File: src/sv/cmd_pkg.sv
`default_nettype none

package cmd_pkg;

  // Fixed field widths of the resource stream and of a result
  localparam int unsigned WORD_W     = 16;
  localparam int unsigned PIX_W      = 4;
  localparam int unsigned MAX_COLS   = 16;
  localparam int unsigned PIXELS_W   = MAX_COLS * PIX_W;
  localparam int unsigned ROW_OUT_W  = 4;

  // Pixel codes
  localparam logic [PIX_W-1:0] PIX_TRANSPARENT = 4'h3;
  localparam logic [PIX_W-1:0] PIX_WHITE       = 4'hf;
  localparam logic [PIX_W-1:0] PIX_GRAY        = 4'h7;
  localparam logic [PIX_W-1:0] PIX_BLACK       = 4'h0;

  // Legacy hot spot: centre when the low byte of the y word is nonzero
  localparam logic [WORD_W-1:0] HOT_LOW_BYTE = 16'h00ff;
  localparam logic [WORD_W-1:0] HOT_CENTRE   = 16'd8;

  typedef enum logic {
    KIND_HOT = 1'b0,
    KIND_ROW = 1'b1
  } kind_t;

  // Combine one mask bit and one color bit into a pixel code
  function automatic logic [PIX_W-1:0] pix_code(input logic m, input logic c,
                                                input logic legacy);
    logic [PIX_W-1:0] p;
    if (!m) begin
      p = c ? PIX_WHITE : PIX_BLACK;
    end else if (c) begin
      p = legacy ? PIX_WHITE : PIX_GRAY;
    end else begin
      p = PIX_TRANSPARENT;
    end
    return p;
  endfunction

endpackage

`default_nettype wire

File: src/sv/cmd_item_if.sv
`default_nettype none

interface cmd_item_if;
  logic                       valid;
  logic                       ready;
  logic [cmd_pkg::WORD_W-1:0] word;
  logic                       start_req;

  modport source (output valid, output word, output start_req, input ready);
  modport sink   (input valid, input word, input start_req, output ready);
endinterface

`default_nettype wire

File: src/sv/cmd_result_if.sv
`default_nettype none

interface cmd_result_if;
  logic                          valid;
  logic                          ready;
  cmd_pkg::kind_t                kind;
  logic [cmd_pkg::WORD_W-1:0]    hot_x;
  logic [cmd_pkg::WORD_W-1:0]    hot_y;
  logic [cmd_pkg::ROW_OUT_W-1:0] picture_row;
  logic [cmd_pkg::PIXELS_W-1:0]  pixels;
  logic                          last;

  modport source (output valid, output kind, output hot_x, output hot_y,
                  output picture_row, output pixels, output last, input ready);
  modport sink   (input valid, input kind, input hot_x, input hot_y,
                  input picture_row, input pixels, input last, output ready);
endinterface

`default_nettype wire

File: src/sv/cmd_cfg_if.sv
`default_nettype none

interface cmd_cfg_if;
  logic valid;
  logic ready;
  logic legacy_mode;

  modport source (output valid, output legacy_mode, input ready);
  modport sink   (input valid, input legacy_mode, output ready);
endinterface

`default_nettype wire

File: src/sv/cmd_row_pack.sv
`default_nettype none

module cmd_row_pack #(
  parameter int unsigned SIZE = 16
) (
  input  logic [SIZE-1:0]              mask,
  input  logic [SIZE-1:0]              color,
  input  logic                         legacy,
  output logic [cmd_pkg::PIXELS_W-1:0] pixels
);
  import cmd_pkg::*;

  // Bit SIZE-1 is column 0; columns past the cursor width stay black
  for (genvar i = 0; i < MAX_COLS; i++) begin : g_col
    if (i < SIZE) begin : g_used
      assign pixels[PIX_W*i +: PIX_W] =
        pix_code(mask[SIZE-1-i], color[SIZE-1-i], legacy);
    end else begin : g_unused
      assign pixels[PIX_W*i +: PIX_W] = PIX_BLACK;
    end
  end

endmodule

`default_nettype wire

File: src/sv/cursor_mask_decoder_top.sv
`default_nettype none

// Cursor mask decoder. Takes one word of a cursor resource (hot spot x, hot
// spot y, CURSOR_SIZE mask rows, CURSOR_SIZE color rows) per beat and gives
// one hot spot result on the y word and one row of 4-bit pixels per color
// row, rows flipped vertically. A word is accepted every cycle while the
// result side keeps up. An accepted word's result passes in turn through
// the word register, which reads the mask store, and the result register,
// which holds the combined row. Words that give no result never occupy
// the word stage. start_req restarts the resource at hot spot x. legacy_mode
// (reset 1) may be written only while the block is idle.
module cursor_mask_decoder_top #(
  parameter int unsigned CURSOR_SIZE = 16
) (
  input  wire logic   clk,
  input  wire logic   rst,
  cmd_item_if.sink    items,
  cmd_result_if.source results,
  cmd_cfg_if.sink     cfg
);
  import cmd_pkg::*;

  localparam int unsigned TOTAL = 2 + 2 * CURSOR_SIZE;
  localparam int unsigned POS_W = $clog2(TOTAL);
  localparam int unsigned IDX_W = (CURSOR_SIZE > 1) ? $clog2(CURSOR_SIZE) : 1;

  // Stream state
  logic                   legacy_mode;
  logic [POS_W-1:0]       pos;
  logic [WORD_W-1:0]      saved_hot_x;
  logic [CURSOR_SIZE-1:0] mask_rows [CURSOR_SIZE];

  // Word stage
  logic                   s1_valid;
  kind_t                  s1_kind;
  logic [WORD_W-1:0]      s1_hot_x;
  logic [WORD_W-1:0]      s1_hot_y;
  logic [ROW_OUT_W-1:0]   s1_row;
  logic [CURSOR_SIZE-1:0] s1_mask;
  logic [CURSOR_SIZE-1:0] s1_color;
  logic                   s1_legacy;
  logic                   s1_last;

  logic                   item_acc;
  logic                   out_free;
  logic [POS_W-1:0]       pos_cur;
  logic [POS_W-1:0]       pos_next;
  logic                   is_hot_x;
  logic                   is_hot_y;
  logic                   is_mask;
  logic                   is_color;
  logic [IDX_W-1:0]       mask_idx;
  logic [IDX_W-1:0]       color_idx;
  logic [WORD_W-1:0]      hot_x_sel;
  logic [WORD_W-1:0]      hot_y_sel;
  logic [PIXELS_W-1:0]    row_pixels;

  // Configuration register
  assign cfg.ready = 1'b1;

  always_ff @(posedge clk) begin
    if (rst) begin
      legacy_mode <= 1'b1;
    end else if (cfg.valid && cfg.ready) begin
      legacy_mode <= cfg.legacy_mode;
    end
  end

  // Decode the position of the incoming word
  assign out_free    = !results.valid || results.ready;
  assign items.ready = !s1_valid || out_free;
  assign item_acc    = items.valid && items.ready;

  assign pos_cur   = items.start_req ? '0 : pos;
  assign pos_next  = (pos_cur == POS_W'(TOTAL - 1)) ? '0 : pos_cur + POS_W'(1);
  assign is_hot_x  = (pos_cur == '0);
  assign is_hot_y  = (pos_cur == POS_W'(1));
  assign is_mask   = (pos_cur >= POS_W'(2)) && (pos_cur < POS_W'(2 + CURSOR_SIZE));
  assign is_color  = (pos_cur >= POS_W'(2 + CURSOR_SIZE));
  assign mask_idx  = IDX_W'(pos_cur - POS_W'(2));
  assign color_idx = IDX_W'(pos_cur - POS_W'(2 + CURSOR_SIZE));

  // Hot spot: two-choice in legacy mode, as sent otherwise
  always_comb begin
    if (legacy_mode) begin
      hot_x_sel = ((items.word & HOT_LOW_BYTE) != '0) ? HOT_CENTRE : '0;
      hot_y_sel = hot_x_sel;
    end else begin
      hot_x_sel = saved_hot_x;
      hot_y_sel = items.word;
    end
  end

  // Advance the position and capture hot spot x and mask rows
  always_ff @(posedge clk) begin
    if (rst) begin
      pos         <= '0;
      saved_hot_x <= '0;
    end else if (item_acc) begin
      pos <= pos_next;
      if (is_hot_x) begin
        saved_hot_x <= items.word;
      end
    end
  end

  always_ff @(posedge clk) begin
    if (item_acc && is_mask) begin
      mask_rows[mask_idx] <= items.word[CURSOR_SIZE-1:0];
    end
  end

  // Word stage: hold a result-bearing beat until the result register frees
  always_ff @(posedge clk) begin
    if (rst) begin
      s1_valid <= 1'b0;
    end else if (items.ready) begin
      s1_valid <= item_acc && (is_hot_y || is_color);
    end
  end

  always_ff @(posedge clk) begin
    if (item_acc) begin
      s1_legacy <= legacy_mode;
      s1_color  <= items.word[CURSOR_SIZE-1:0];
      if (is_color) begin
        s1_kind  <= KIND_ROW;
        s1_hot_x <= '0;
        s1_hot_y <= '0;
        s1_row   <= ROW_OUT_W'(CURSOR_SIZE - 1) - ROW_OUT_W'(color_idx);
        s1_last  <= (color_idx == IDX_W'(CURSOR_SIZE - 1));
        s1_mask  <= mask_rows[color_idx];
      end else begin
        s1_kind  <= KIND_HOT;
        s1_hot_x <= hot_x_sel;
        s1_hot_y <= hot_y_sel;
        s1_row   <= '0;
        s1_last  <= 1'b0;
        s1_mask  <= '0;
      end
    end
  end

  // Combine mask and color into pixels
  cmd_row_pack #(
    .SIZE (CURSOR_SIZE)
  ) u_row_pack (
    .mask   (s1_mask),
    .color  (s1_color),
    .legacy (s1_legacy),
    .pixels (row_pixels)
  );

  // Result register
  always_ff @(posedge clk) begin
    if (rst) begin
      results.valid <= 1'b0;
    end else if (out_free) begin
      results.valid <= s1_valid;
    end
  end

  always_ff @(posedge clk) begin
    if (out_free && s1_valid) begin
      results.kind        <= s1_kind;
      results.hot_x       <= s1_hot_x;
      results.hot_y       <= s1_hot_y;
      results.picture_row <= s1_row;
      results.pixels      <= (s1_kind == KIND_ROW) ? row_pixels : '0;
      results.last        <= s1_last;
    end
  end

  // A start word always leaves the position at hot spot y
  a_start_pos: assert property (@(posedge clk) disable iff (rst)
    (items.valid && items.ready && items.start_req) |=> (pos == POS_W'(1)))
    else $error("position not at hot spot y after start word");

  // A stalled word stage holds its beat
  a_s1_hold: assert property (@(posedge clk) disable iff (rst)
    (s1_valid && !out_free) |=> (s1_valid && $stable(s1_row) && $stable(s1_kind)))
    else $error("word stage lost a beat under stall");

  // The final row of a resource is picture row zero
  a_last_row: assert property (@(posedge clk) disable iff (rst)
    (results.valid && results.last) |->
      (results.kind == KIND_ROW && results.picture_row == '0))
    else $error("last flag on a result other than picture row zero");

endmodule

`default_nettype wire

File: src/flat_wrapper.sv
// flat-port wrapper written by rule: the top's interface ports become plain ports
module cursor_mask_decoder_top_flat import cmd_pkg::*;
#(
  parameter int unsigned CURSOR_SIZE = 16
)
  (clk, rst, items_valid, items_word, items_start_req, items_ready, results_valid, results_kind, results_hot_x, results_hot_y, results_picture_row, results_pixels, results_last, results_ready, cfg_valid, cfg_legacy_mode, cfg_ready);
  cmd_item_if items_i ();
  cmd_result_if results_i ();
  cmd_cfg_if cfg_i ();
  input  wire logic clk;
  input  wire logic rst;
  input wire logic [$bits(items_i.valid)-1:0] items_valid;
  input wire logic [$bits(items_i.word)-1:0] items_word;
  input wire logic [$bits(items_i.start_req)-1:0] items_start_req;
  output wire logic [$bits(items_i.ready)-1:0] items_ready;
  output wire logic [$bits(results_i.valid)-1:0] results_valid;
  output wire logic [$bits(results_i.kind)-1:0] results_kind;
  output wire logic [$bits(results_i.hot_x)-1:0] results_hot_x;
  output wire logic [$bits(results_i.hot_y)-1:0] results_hot_y;
  output wire logic [$bits(results_i.picture_row)-1:0] results_picture_row;
  output wire logic [$bits(results_i.pixels)-1:0] results_pixels;
  output wire logic [$bits(results_i.last)-1:0] results_last;
  input wire logic [$bits(results_i.ready)-1:0] results_ready;
  input wire logic [$bits(cfg_i.valid)-1:0] cfg_valid;
  input wire logic [$bits(cfg_i.legacy_mode)-1:0] cfg_legacy_mode;
  output wire logic [$bits(cfg_i.ready)-1:0] cfg_ready;
  assign items_i.valid = items_valid;
  assign items_i.word = items_word;
  assign items_i.start_req = items_start_req;
  assign items_ready = items_i.ready;
  assign results_valid = results_i.valid;
  assign results_kind = results_i.kind;
  assign results_hot_x = results_i.hot_x;
  assign results_hot_y = results_i.hot_y;
  assign results_picture_row = results_i.picture_row;
  assign results_pixels = results_i.pixels;
  assign results_last = results_i.last;
  assign results_i.ready = results_ready;
  assign cfg_i.valid = cfg_valid;
  assign cfg_i.legacy_mode = cfg_legacy_mode;
  assign cfg_ready = cfg_i.ready;
  cursor_mask_decoder_top #(.CURSOR_SIZE(CURSOR_SIZE)) u_core (.clk(clk), .rst(rst), .items(items_i), .results(results_i), .cfg(cfg_i));
endmodule
File: config.mk
export PLATFORM = sky130hd
export DESIGN_NAME = cursor_mask_decoder_top_flat
export DESIGN_NICKNAME = d
export VERILOG_FILES = /design/src/sv/cmd_pkg.sv /design/src/sv/cmd_item_if.sv /design/src/sv/cmd_result_if.sv /design/src/sv/cmd_cfg_if.sv /design/src/sv/cmd_row_pack.sv /design/src/sv/cursor_mask_decoder_top.sv /design/src/flat_wrapper.sv
export SDC_FILE = /design/constraint.sdc
export NUM_CORES = 1
export LEC_CHECK = 0
export BUFFER_PORTS_ARGS = -buffer_cell sky130_fd_sc_hd__buf_2
export CORE_MARGIN = 2
export CORE_UTILIZATION = 50
export CTS_CLUSTER_SIZE = 10
export DETAILED_ROUTE_END_ITERATION = 10
export PLACE_DENSITY = 0.71
export SLEW_MARGIN = 30
export SYNTH_ARGS = -nofsm -noshare
export SYNTH_HDL_FRONTEND = slang
export SYNTH_HIERARCHICAL = 1
export SYNTH_SLANG_ARGS = --single-unit
File: constraint.sdc
create_clock -name clk -period 20.5 [get_ports clk]
set_input_delay 3.075 -clock clk [delete_from_list [all_inputs] [get_ports clk]]
set_output_delay 3.075 -clock clk [all_outputs]
set_load 0.05 [all_outputs]
==> run_results.csv <==
group,metric,value,unit
run_status,outcome,"complete, no violations",
sta,hold_viol_final,0,
sta,setup_violations,0,
clock_network,cts_hold_buf,0,
sta,timing.final.crit_share,32.90,%
clock_network,cts_buffers,52,
yosys,netlist.area_leader.share,73.31,%
yosys,ys_async_sr_fraction,0,%
yosys,netlist_top_cells_area,"edfxtp_1, and2_1, dfxtp_1",
clock_network,cts-resized-gates,0,
detailed_routing,firstDrtPassIters,6,
yosys,synth-edff-count,429,
flow_run,maxCapViolCount,0,
sta,fin_skew,0.02650,ns
clock_network,ctsRootBufferMaster,"clkbuf_16",
yosys,seq_area_frac_synth,76.16,%
yosys,netlist_instances,1129,
die,start_util,50.87,%
yosys,synth_cell_types,53,
global_route,grt_pass1_vias,9216,
placed_design,dpl.hpwl,20360,um
worst_hold_path,hold_class,"reg -> reg",
sta,setup_tns,0,ns
die,fp.dieH,191.5,um
detailed_routing,vias_per_cell,5.545,
yosys,yosysTopAreaCell,"edfxtp_1",
critical_path,critPathLaunchType,"primary input",
yosys,synth-seq-cells,454,
detailed_routing,wl,34960,um
clock_network,tritoncts,"done",
global_route,grt_first_pass_wirelength,52990,um
sta,max_freq,0.1483,GHz
critical_path,endpoint_kind,"output port",
yosys,synthesis.nets,1159,
layout,area_growth_syn_to_layout,13.46,%
layout,diodes,0,
critical_path,required,17.43,ns
detailed_routing,drcViolationCount,0,
sta,slew_viol_final,0,
clock_network,clk_latency,0.56,ns
die,fp.dieW,191.5,um
layout,fill_cells,2635,
yosys,yosysMostFrequentCell,"edfxtp_1",
yosys,ys_warn_count,6,
sta,worst_slack,13.76,ns
detailed_routing,routedWlPerCell,20.28,um
power_and_ir_drop,p_leak,6.710,nW
clock_network,htree_levels,2,
clock_network,clk_pin_slew,0.05,ns
layout,fin_nets,1273,
detailed_routing,ant_nets,0,
detailed_routing,drt_iter0_markers,842,
global_route,grt_util_all_layers,19.19,%
yosys,avgSynthCellArea,15.57,um2
yosys,syn_area,0.01757,mm2
placed_design,pre_cts_ws,13.77,ns
power_and_ir_drop,cellPowerDensity,95.68,mW/mm2
placed_design,gp_congestion,0.7945,
die,fp-row-count,68,
sta,min_period,6.744,ns
die,core_region_area,0.03454,mm2
die,num_io_pins,128,
clock_network,cts_sinks,454,
critical_path,worst-r2r-setup-slack,17.38,ns
critical_path,worstPathMaxFanout,4,
global_route,antenna_found_initial,0,
die,die_area,0.03666,mm2
detailed_routing,vias,9560,
clock_network,post_cts_buffers,0,
power_and_ir_drop,ir_drop,0.07782,mV
global_route,overflow,0,
global_route,grt_max_degree,79,
sta,slew_headroom,39.60,%
critical_path,crit_type,"in -> out",
sta,worst_slew_pin_slew,0.9061,ns
critical_path,arrival,3.67,ns
yosys,synth_ff_type,"edfxtp_1",
placed_design,placement.io_buffers,126,
clock_network,cts_buffer_depth,3,
layout,drive_gt1_share,23.09,%
yosys,synth_commonest_cells,"edfxtp_1, nor2_1, and2_1",
sta,rsz0062_at_grt,"false",
-- placed cells by master (no fill, tap or decap), types with 10 or more instances in the layout --
cell type | synthesis | layout
edfxtp_1 | 429 | 429
clkbuf_16 | 0 | 52
buf_2 | 19 | 126
a21oi_1 | 58 | 58
buf_4 | 39 | 24
mux2i_1 | 34 | 32
nand2_1 | 40 | 40
a31oi_1 | 16 | 16
or2_2 | 16 | 16
nor2_1 | 108 | 108
o22ai_1 | 32 | 32
mux2_2 | 32 | 32
a21boi_2 | 10 | 10
clkbuf_1 | 25 | 22
nor3_1 | 43 | 35
o211ai_1 | 33 | 33
and2_1 | 95 | 95
dfxtp_1 | 25 | 24
-- layer usage --
metal	wire length [um]	GRT usage, %	vias up	share of wire, %
li1	-	-	4399	-
met1	14720	26.96	4772	42
met2	16910	31.02	337	48
met3	2667	3.286	52	7.6
met4	667	5.444	0	1.9
met5	0	0	-	0
-- final timing paths --
kind	startpoint	to	depth (start not counted)
max	results_ready	items_ready	3
min	u_core/s1_last$_SDFFCE_PN0P_	u_core/results.last$_DFFE_PP_	0
max reg2reg	u_core/pos[1]$_SDFFE_PP0P_	u_core/mask_rows[1][1]$_DFFE_PP_	9
min reg2reg	u_core/s1_last$_SDFFCE_PN0P_	u_core/results.last$_DFFE_PP_	0
-- registers in the layout (all words and copies together) (netlist names), 4 cells and up --
| register | flops |
|---|---|
| u_core/s1_hot_y | 16 |
| u_core/results.hot_x | 16 |
| u_core/results.hot_y | 16 |
| u_core/s1_color | 16 |
| u_core/mask_rows | 256 |
| u_core/s1_row | 4 |
| u_core/saved_hot_x | 16 |
| u_core/s1_mask | 16 |
| u_core/s1_hot_x | 16 |
| u_core/results.picture_row | 4 |
| u_core/results.pixels | 64 |
| u_core/pos | 6 |
-- cells by family (layout without fill, tap and decap cells) --
family	Yosys count	after routing	share of synthesized area, %
buffers and inverters	101	241	3.446
multiplexers	66	66	3.987
other	1	1	0.02134
flip-flops	454	454	76.16
XOR/XNOR	3	3	0.1495
AO/OA/AOI/OAI	170	170	6.380
AND/OR/NAND/NOR	327	327	9.363
adder cells (fa/ha/maj)	7	7	0.4984
-- critical path, stage by stage --
cell and delay (ns):
buf_2 0.10, nand3b_1 0.23, buf_2 0.26
-- per-stage QoR --
stage	instances	hold WS (ns)	area [um2]	util, %	total power [W]
after CTS	1723	0.4036	19900	57.62	0.001921
after global routing	1724	0.4168	19940	57.72	0.001969
after global placement	1643	0.4026	18450	53.42	0.001129
final	1724	0.4014	19940	57.72	0.001908
after floorplan	1129	0.4003	17570	-	0.001108
after detailed placement	1643	0.4052	18450	53.42	0.001131
-- layout make-up --
| class | count | area (um2) | area share [%] |
|---|---|---|---|
| timing repair buffer | 153 | 860.8 | 4.318 |
| inverter | 8 | 31.28 | 0.1569 |
| clock inverter | 6 | 65.06 | 0.3263 |
| tap | 455 | 569.3 | 2.855 |
| sequential | 454 | 13380 | 67.13 |
| multi-input combinational | 574 | 3643 | 18.27 |
| clock buffer | 74 | 1384 | 6.941 |
-- report_power, final --
part	internal (W)	switching, W	total [W]
Combinational	0.0000221	0.0000571	0.0000792
Sequential	0.00103	0.00000542	0.00103
Clock	0.000465	0.000330	0.000795
Note: power is estimated with default switching activity, not from simulation.
